<file path="src/hdl/scrp_pkg.sv">
package scrp_pkg;

  // register file geometry
  localparam int unsigned RegCount = 42;
  localparam int unsigned AddrW    = $clog2(RegCount);

  // bus decode constants
  localparam logic [9:0] PairMask = 10'h3FE;
  localparam logic [9:0] BaseAlt  = 10'h370;
  localparam logic [9:0] BaseMain = 10'h3F0;

  // index port keys
  localparam logic [7:0] UnlockKey = 8'h55;
  localparam logic [7:0] LockKey   = 8'hAA;

  // highest index that reads back, and the byte of a read that misses
  localparam logic [7:0] ReadLast = 8'h29;
  localparam logic [7:0] IdleByte = 8'hFF;

  // unlock counter
  localparam logic [1:0] UnlockDone = 2'd2;

  // access kind
  localparam logic ModeRead  = 1'b0;
  localparam logic ModeWrite = 1'b1;

  typedef enum logic [1:0] {
    S_IDLE = 2'b01,
    S_SEND = 2'b10
  } state_e;

  // controller to datapath
  typedef struct packed {
    logic take;
  } cmd_t;

  // datapath to controller
  typedef struct packed {
    logic is_read;
  } status_t;

  // chip reset value of each configuration register
  function automatic logic [7:0] reset_value(input logic [7:0] idx);
    logic [7:0] val;
    case (idx)
      8'h00:   val = 8'h28;
      8'h01:   val = 8'h9C;
      8'h02:   val = 8'h88;
      8'h03:   val = 8'h78;
      8'h06:   val = 8'hFF;
      8'h0D:   val = 8'h03;
      8'h0E:   val = 8'h02;
      8'h1E:   val = 8'h3C;
      8'h20:   val = 8'h3C;
      8'h21:   val = 8'h3C;
      8'h22:   val = 8'h3D;
      default: val = 8'h00;
    endcase
    return val;
  endfunction

endpackage

</file>
<file path="src/hdl/scrp_if.sv">
interface scrp_req_if;
  logic       valid;
  logic       ready;
  logic       mode;
  logic [9:0] port_address;
  logic [7:0] write_byte;

  modport source (output valid, output mode, output port_address, output write_byte,
                  input ready);
  modport sink (input valid, input mode, input port_address, input write_byte,
                output ready);
endinterface

interface scrp_rsp_if;
  logic       valid;
  logic       ready;
  logic [7:0] read_byte;

  modport source (output valid, output read_byte, input ready);
  modport sink (input valid, input read_byte, output ready);
endinterface

</file>
<file path="src/hdl/scrp_ctrl.sv">
module scrp_ctrl (
  input  logic              clk_i,
  input  logic              rst_ni,
  input  logic              req_valid_i,
  input  logic              rsp_ready_i,
  input  scrp_pkg::status_t status_i,
  output logic              req_ready_o,
  output logic              rsp_valid_o,
  output scrp_pkg::cmd_t    cmd_o
);

  scrp_pkg::state_e state_q, state_d;

  always_comb begin
    state_d     = state_q;
    req_ready_o = 1'b0;
    rsp_valid_o = 1'b0;
    cmd_o.take  = 1'b0;
    case (state_q)
      scrp_pkg::S_IDLE: begin
        req_ready_o = 1'b1;
        if (req_valid_i) begin
          cmd_o.take = 1'b1;
          // a read leaves one result behind
          if (status_i.is_read) begin
            state_d = scrp_pkg::S_SEND;
          end
        end
      end
      scrp_pkg::S_SEND: begin
        rsp_valid_o = 1'b1;
        if (rsp_ready_i) begin
          state_d = scrp_pkg::S_IDLE;
        end
      end
      default: begin
        state_d = scrp_pkg::S_IDLE;
      end
    endcase
  end

  always_ff @(posedge clk_i or negedge rst_ni) begin
    if (!rst_ni) begin
      state_q <= scrp_pkg::S_IDLE;
    end else begin
      state_q <= state_d;
    end
  end

endmodule

</file>
<file path="src/hdl/scrp_dp.sv">
module scrp_dp (
  input  logic              clk_i,
  input  logic              rst_ni,
  input  logic              cfg_we_i,
  input  logic              cfg_wdata_i,
  input  scrp_pkg::cmd_t    cmd_i,
  input  logic              mode_i,
  input  logic [9:0]        port_address_i,
  input  logic [7:0]        write_byte_i,
  output scrp_pkg::status_t status_o,
  output logic [7:0]        read_byte_o
);

  logic                          alt_base_q;
  logic [1:0]                    unlock_q;
  logic [7:0]                    index_q;
  logic [scrp_pkg::RegCount-1:0] written_q;
  logic [7:0]                    mem [scrp_pkg::RegCount];

  logic [7:0] rd_mem_q;
  logic [7:0] rd_rst_q;
  logic       rd_written_q;
  logic       rd_ok_q;

  logic [9:0]                 base;
  logic                       hit;
  logic                       data_port;
  logic                       unlocked;
  logic                       in_range;
  logic                       rd_ok;
  logic                       wr_reg;
  logic [scrp_pkg::AddrW-1:0] addr;

  assign base      = alt_base_q ? scrp_pkg::BaseAlt : scrp_pkg::BaseMain;
  assign hit       = (port_address_i & scrp_pkg::PairMask) == base;
  assign data_port = port_address_i[0];
  assign unlocked  = unlock_q == scrp_pkg::UnlockDone;
  assign in_range  = {1'b0, index_q} < 9'(scrp_pkg::RegCount);
  assign addr      = index_q[scrp_pkg::AddrW-1:0];
  assign rd_ok     = hit && data_port && unlocked && in_range
                     && (index_q <= scrp_pkg::ReadLast);
  assign wr_reg    = cmd_i.take && (mode_i == scrp_pkg::ModeWrite) && hit && data_port
                     && unlocked && in_range;

  assign status_o.is_read = mode_i == scrp_pkg::ModeRead;

  // base select, unlock state and index
  always_ff @(posedge clk_i or negedge rst_ni) begin
    if (!rst_ni) begin
      alt_base_q <= 1'b0;
      unlock_q   <= '0;
      index_q    <= '0;
    end else begin
      if (cfg_we_i) begin
        alt_base_q <= cfg_wdata_i;
      end
      if (cmd_i.take && (mode_i == scrp_pkg::ModeWrite) && hit && !data_port) begin
        if (write_byte_i == scrp_pkg::UnlockKey) begin
          if (!unlocked) begin
            unlock_q <= unlock_q + 2'd1;
          end
        end else if (write_byte_i == scrp_pkg::LockKey) begin
          unlock_q <= '0;
        end else if (unlocked) begin
          index_q <= write_byte_i;
        end
      end
    end
  end

  // written flags: an unwritten entry reads its chip reset value
  always_ff @(posedge clk_i or negedge rst_ni) begin
    if (!rst_ni) begin
      written_q <= '0;
    end else if (wr_reg) begin
      written_q[addr] <= 1'b1;
    end
  end

  // register file
  always_ff @(posedge clk_i) begin
    if (wr_reg) begin
      mem[addr] <= write_byte_i;
    end
  end

  // registered read
  always_ff @(posedge clk_i) begin
    if (cmd_i.take) begin
      rd_mem_q     <= mem[addr];
      rd_rst_q     <= scrp_pkg::reset_value(index_q);
      rd_written_q <= written_q[addr];
      rd_ok_q      <= rd_ok;
    end
  end

  assign read_byte_o = !rd_ok_q    ? scrp_pkg::IdleByte :
                       rd_written_q ? rd_mem_q : rd_rst_q;

endmodule

</file>
<file path="src/hdl/superio_config_register_port_unit.sv">
// Index/data configuration port of a super I/O chip. Each request is one bus
// access (mode 0 read, 1 write) at a ten-bit port address; only the pair at
// base 0x3F0, or 0x370 when alt_base_select is set, responds, the even port
// being the index port and the odd port the data port. Two writes of 0x55 to
// the index port open configuration mode and 0xAA closes it; while open, other
// index bytes set the register index, and data-port writes and reads go to a
// 42-entry register file that comes out of reset holding the chip defaults.
// A read returns exactly one response byte (0xFF when the port, mode or index
// does not allow the read); a write returns none. A write is done when it is
// accepted, and the next request can follow right behind it. In the accept
// cycle of a read the register file is read into the output register; the
// response then waits for rsp_o.ready, and no request is taken while a
// response is pending. alt_base_select is written through cfg_we_i and
// cfg_wdata_i and must only change while no request is in flight.
module superio_config_register_port_unit (
  input  logic        clk_i,
  input  logic        rst_ni,
  input  logic        cfg_we_i,
  input  logic        cfg_wdata_i,
  scrp_req_if.sink    req_i,
  scrp_rsp_if.source  rsp_o
);

  scrp_pkg::cmd_t    cmd;
  scrp_pkg::status_t status;

  // sequencing of the handshakes
  scrp_ctrl u_ctrl (
    .clk_i       (clk_i),
    .rst_ni      (rst_ni),
    .req_valid_i (req_i.valid),
    .rsp_ready_i (rsp_o.ready),
    .status_i    (status),
    .req_ready_o (req_i.ready),
    .rsp_valid_o (rsp_o.valid),
    .cmd_o       (cmd)
  );

  // decode, unlock logic, register file and response register
  scrp_dp u_dp (
    .clk_i          (clk_i),
    .rst_ni         (rst_ni),
    .cfg_we_i       (cfg_we_i),
    .cfg_wdata_i    (cfg_wdata_i),
    .cmd_i          (cmd),
    .mode_i         (req_i.mode),
    .port_address_i (req_i.port_address),
    .write_byte_i   (req_i.write_byte),
    .status_o       (status),
    .read_byte_o    (rsp_o.read_byte)
  );

endmodule

</file>
<file path="src/flat_wrapper.sv">
// flat-port wrapper written by rule: the top's interface ports become plain ports
module superio_config_register_port_unit_flat 
  (clk_i, rst_ni, cfg_we_i, cfg_wdata_i, req_i_valid, req_i_mode, req_i_port_address, req_i_write_byte, req_i_ready, rsp_o_valid, rsp_o_read_byte, rsp_o_ready);
  scrp_req_if req_i_i ();
  scrp_rsp_if rsp_o_i ();
  input  logic clk_i;
  input  logic rst_ni;
  input  logic cfg_we_i;
  input  logic cfg_wdata_i;
  input wire logic [$bits(req_i_i.valid)-1:0] req_i_valid;
  input wire logic [$bits(req_i_i.mode)-1:0] req_i_mode;
  input wire logic [$bits(req_i_i.port_address)-1:0] req_i_port_address;
  input wire logic [$bits(req_i_i.write_byte)-1:0] req_i_write_byte;
  output wire logic [$bits(req_i_i.ready)-1:0] req_i_ready;
  output wire logic [$bits(rsp_o_i.valid)-1:0] rsp_o_valid;
  output wire logic [$bits(rsp_o_i.read_byte)-1:0] rsp_o_read_byte;
  input wire logic [$bits(rsp_o_i.ready)-1:0] rsp_o_ready;
  assign req_i_i.valid = req_i_valid;
  assign req_i_i.mode = req_i_mode;
  assign req_i_i.port_address = req_i_port_address;
  assign req_i_i.write_byte = req_i_write_byte;
  assign req_i_ready = req_i_i.ready;
  assign rsp_o_valid = rsp_o_i.valid;
  assign rsp_o_read_byte = rsp_o_i.read_byte;
  assign rsp_o_i.ready = rsp_o_ready;
  superio_config_register_port_unit u_core (.clk_i(clk_i), .rst_ni(rst_ni), .cfg_we_i(cfg_we_i), .cfg_wdata_i(cfg_wdata_i), .req_i(req_i_i), .rsp_o(rsp_o_i));
endmodule
</file>
<file path="config.mk">
export PLATFORM = sky130hd
export DESIGN_NAME = superio_config_register_port_unit_flat
export DESIGN_NICKNAME = d
export VERILOG_FILES = /design/src/hdl/scrp_pkg.sv /design/src/hdl/scrp_if.sv /design/src/hdl/scrp_ctrl.sv /design/src/hdl/scrp_dp.sv /design/src/hdl/superio_config_register_port_unit.sv /design/src/flat_wrapper.sv
export SDC_FILE = /design/constraint.sdc
export NUM_CORES = 1
export LEC_CHECK = 0
export ABC_AREA = 1
export ABC_CLOCK_PERIOD_IN_PS = 6950
export BUFFER_PORTS_ARGS = -buffer_cell sky130_fd_sc_hd__buf_2
export CAP_MARGIN = 20
export CORE_MARGIN = 1
export CORE_UTILIZATION = 40
export DETAILED_ROUTE_END_ITERATION = 8
export PLACE_DENSITY = 0.53
export RECOVER_POWER = 25
export SYNTH_ARGS = -nofsm -noshare
export SYNTH_HDL_FRONTEND = slang
export SYNTH_HIERARCHICAL = 1
export SYNTH_SLANG_ARGS = --single-unit
</file>
<file path="constraint.sdc">
create_clock -name clk_i -period 6.95 [get_ports clk_i]
set_input_delay 0.695 -clock clk_i [delete_from_list [all_inputs] [get_ports clk_i]]
set_output_delay 0.695 -clock clk_i [all_outputs]
set_load 0.02 [all_outputs]
</file>
==> run metrics <==
largest net degree at the start of global routing 104; minimum clock period 3.75 ns; average cell area after synthesis between 9 and 10 um^2; # fillers 4253; sw frac between 20% and 30%; setup TNS 0 ns; Mapped Area 18100 um^2; multi-input combinational cell area ~4900 um^2; clock transition at the registers of the reported paths 0.06 ns; crit path to u_core/u_dp/index_q[6]; required time of the critical path 7.40 ns; CP Capture Type flip-flop; IO Port Bufs 34; fmax approximately 270 MHz; Layout area overhead 12.3%; ys async rst share roughly 13%; Pleak about 8.6 nW; router iterations before antenna repair 5; number of global-route vias before repair 12300; row count 77; EDFF count, synth 354; DR WL/cell roughly 20 um; RSZ-0062 raised after global routing false; # H-tree levels 2; I/O pin count 35; first-pass GRT wire length 74300 um; core box area 44400 um^2; Slew Limit Fails 268; Reg2Reg Depth 8; top_reg_cell synth edfxtp_1; post-CTS sizing 0; worst slew pin tran 3.27 ns; FF+latch area ~12000 um^2; cts bufs inserted 46; Worst IR Drop VDD 0.144 mV; Power Density 256 nW/um^2; Post-DP HPWL between 30000 and 40000 um; CTS Buffer Depth 3; die height 215 um; WS Path Type in2reg; post-synth top area share roughly three fifths; GPL Wtd Cong ~0.86; net total in the final layout about 1900; max_cap viols 6; Worst EP arrival 4.20 ns; DRC errors left 0; P_int 4.12 mW; Routed WL 48500 um; Syn Nets about 1800; Critical Path Start Type input pin; post-CTS setup buffers 0; Initial Util 40.7%; layout cells sized above 1 9.28%; outcome complete, but fails checks; Crit-path slowest cell clkbuf_1; Final setup viols 0; Critical R2R Launch u_core/u_dp/index_q[1]; Clk pwr share 46.3%; flops & latches, synth 409; DIE WIDTH ~210 um; Slowest Stage Delay on Critical Path approximately 2.1 ns; via count 12300; worst hold start cfg_wdata_i; antenna violations before repair 3; final core utilization a little under half; cell taking the most area after synthesis edfxtp_1; Gate Count Post-Synth 1809; combinational power share 2.0%; 1st-iter DRT viols 1020; clk sinks 409; root buffer cell clkbuf_16; slew margin rel. -118%; Cells after DPL 2381; TritonCTS clock tree done; die area 46100 um^2; Ys Warns 6; Worst path most repeated cell nand2_1; HP Class in2reg; Final Cycle Share 53.9%; internal reg-to-reg setup slack 3.29 ns; Crit. Startpoint req_i_write_byte[1]; failing checks capacitance limit, slew limit; Net Switching 1.07 mW; capture point of the worst reg-to-reg path u_core/u_dp/mem[8][3]; Synth cell types 42; Non-Filler Instances 2467; Vias/cell ~5.0; worst skew pair latency 0.58 ns; GRT Overall Usage 21.6%; cts hold-fix bufs 0; final hold vios 0; Crit Path Max Fanout 45; Seq pwr share 51.7%; sequential fraction of the synthesis area 66.4%; synth top area cells edfxtp_1 59%, nand2_1 15%, dfrtp_1 7.5%, inv_1 4.2%, nand3_1 4.1%; crit-path cells buf_2, clkbuf_1, inv_1, nand4_1, nor2_1, inv_1, nand2_1, nor2_2, nand2_1, nand2_1, nand2_1; post-route ant nets 0; Setup Skew ~0.013 ns; GR Overflow Total 0
-- per-layer routing --
metal  routed length [um]  vias to the layer above  global-route usage [%]  part of all wire, %
met3                 3020                       97                    3.60                  6.2
met5                   10                        -                       0                0.021
met1                21500                     5918                    29.3                   44
li1                     -                     5926                       -                    -
met2                22600                      370                    35.1                   47
met4                 1370                        2                    7.81                  2.8
-- flip-flops by register name, indices dropped and copies added, names as in the netlist --
register / count
u_core/u_dp/rd_ok_q: 1
u_core/u_dp/index_q: 8
u_core/u_dp/unlock_q: 2
u_core/u_dp/written_q: 42
u_core/u_dp/rd_written_q: 1
u_core/u_ctrl/state_q: 2
u_core/u_dp/mem: 336
u_core/u_dp/rd_rst_q: 8
u_core/u_dp/alt_base_q: 1
u_core/u_dp/rd_mem_q: 8
-- cell usage in the layout (no fill, tap or decap), types with 4 or more instances in the layout --
cell type   synthesis  layout
nand2_1           736     736
edfxtp_1          354     354
inv_1             203     202
nand3_1           149     149
nor2_1             80      78
dfrtp_1            54      52
clkbuf_16           0      46
o21ai_0            45      46
buf_2              46      32
buf_4               5      16
o21ai_1            16      15
o21bai_1           15      15
clkbuf_1           19      13
clkinv_1            2      11
a21oi_1            10      10
nand4_1            10      10
nor2_2              7       9
clkinv_2            0       8
nand3_2             7       7
clkinvlp_4          0       5
bufinv_16           0       5
o21ai_2             5       5
nor3_1              4       4
nand3_4             4       4
o21bai_2            4       4
-- synthesized netlist by cell type (2+ instances only) --
master	number
inv_1	203
nor2_4	3
nor3_4	2
nand3_4	4
o21ai_2	5
nand3b_4	3
nor2_2	7
o21ai_0	45
nand2_2	3
o21bai_2	4
nand3_1	149
inv_4	2
buf_4	5
clkinv_1	2
buf_1	5
a21oi_1	10
dfrtp_1	54
o21ai_1	16
buf_2	46
nand4_1	10
clkbuf_1	19
o21bai_1	15
inv_2	2
nor3_1	4
nor2_1	80
nand2_1	736
edfxtp_1	354
nand3_2	7
-- power groups by stage --
stage | clock [mW] | combinational, mW | sequential [mW]
4_1_cts | 2.46 | 0.105 | 2.68
3_3_place_gp | 0 | 0.105 | 2.73
3_5_place_dp | 0 | 0.105 | 2.73
5_1_grt | 2.55 | 0.111 | 2.68
6_report | 2.40 | 0.102 | 2.68
2_1_floorplan | 0 | 0.0245 | 2.73
-- critical path, delay by kind of cell --
| kind | cells | cell delay, ns |
|---|---|---|
| buf+inv | 4 | 2.35 |
| simple gates | 7 | 1.14 |
-- how the worst min path moves through the flow --
stage,end,slack [ns],cells past startpoint
detailed placement,u_core/u_dp/written_q[6],0.44,2
CTS,u_core/u_dp/unlock_q[1],0.29,2
finish,u_core/u_dp/alt_base_q,0.35,2
global placement,u_core/u_dp/written_q[24],0.43,2
floorplan,u_core/u_ctrl/state_q[1],0.40,0
global route,u_core/u_dp/alt_base_q,0.35,2
-- logic make-up (layout without fill, tap and decap cells) --
kind of cell / Yosys count / in the layout / share of synthesized area (%)
XOR/XNOR: 1 / 1 / 0.0484
buffers and inverters: 286 / 351 / 6.52
multiplexers: 1 / 1 / 0.0623
AO/OA/AOI/OAI: 98 / 98 / 3.21
adder cells (fa/ha/maj): 1 / 1 / 0.0692
AND/OR/NAND/NOR: 1013 / 1013 / 23.7
flip-flops: 409 / 409 / 66.4
other: 0 / 1 / 0
-- layout make-up --
class | instances | share of cell area, %
inverters | 209 | 3.89
repair buffers | 59 | 1.76
multi-input cells | 1114 | 24.2
clock inverters | 31 | 1.50
diodes | 1 | 0.0123
clock buffers | 52 | 5.88
well taps | 592 | 3.65
flip-flops and latches | 409 | 59.2
-- through the flow --
stage	worst slack (ns)	area [um^2]	hold slack, ns	power (mW)
floorplan	3.50	18100	0.399	2.75
global placement	3.02	18800	0.426	2.84
detailed placement	2.91	18800	0.437	2.84
CTS	3.14	20300	0.287	5.24
global route	2.64	20300	0.348	5.35
finish	3.20	20300	0.353	5.19
(Power assumes the default switching activity.)
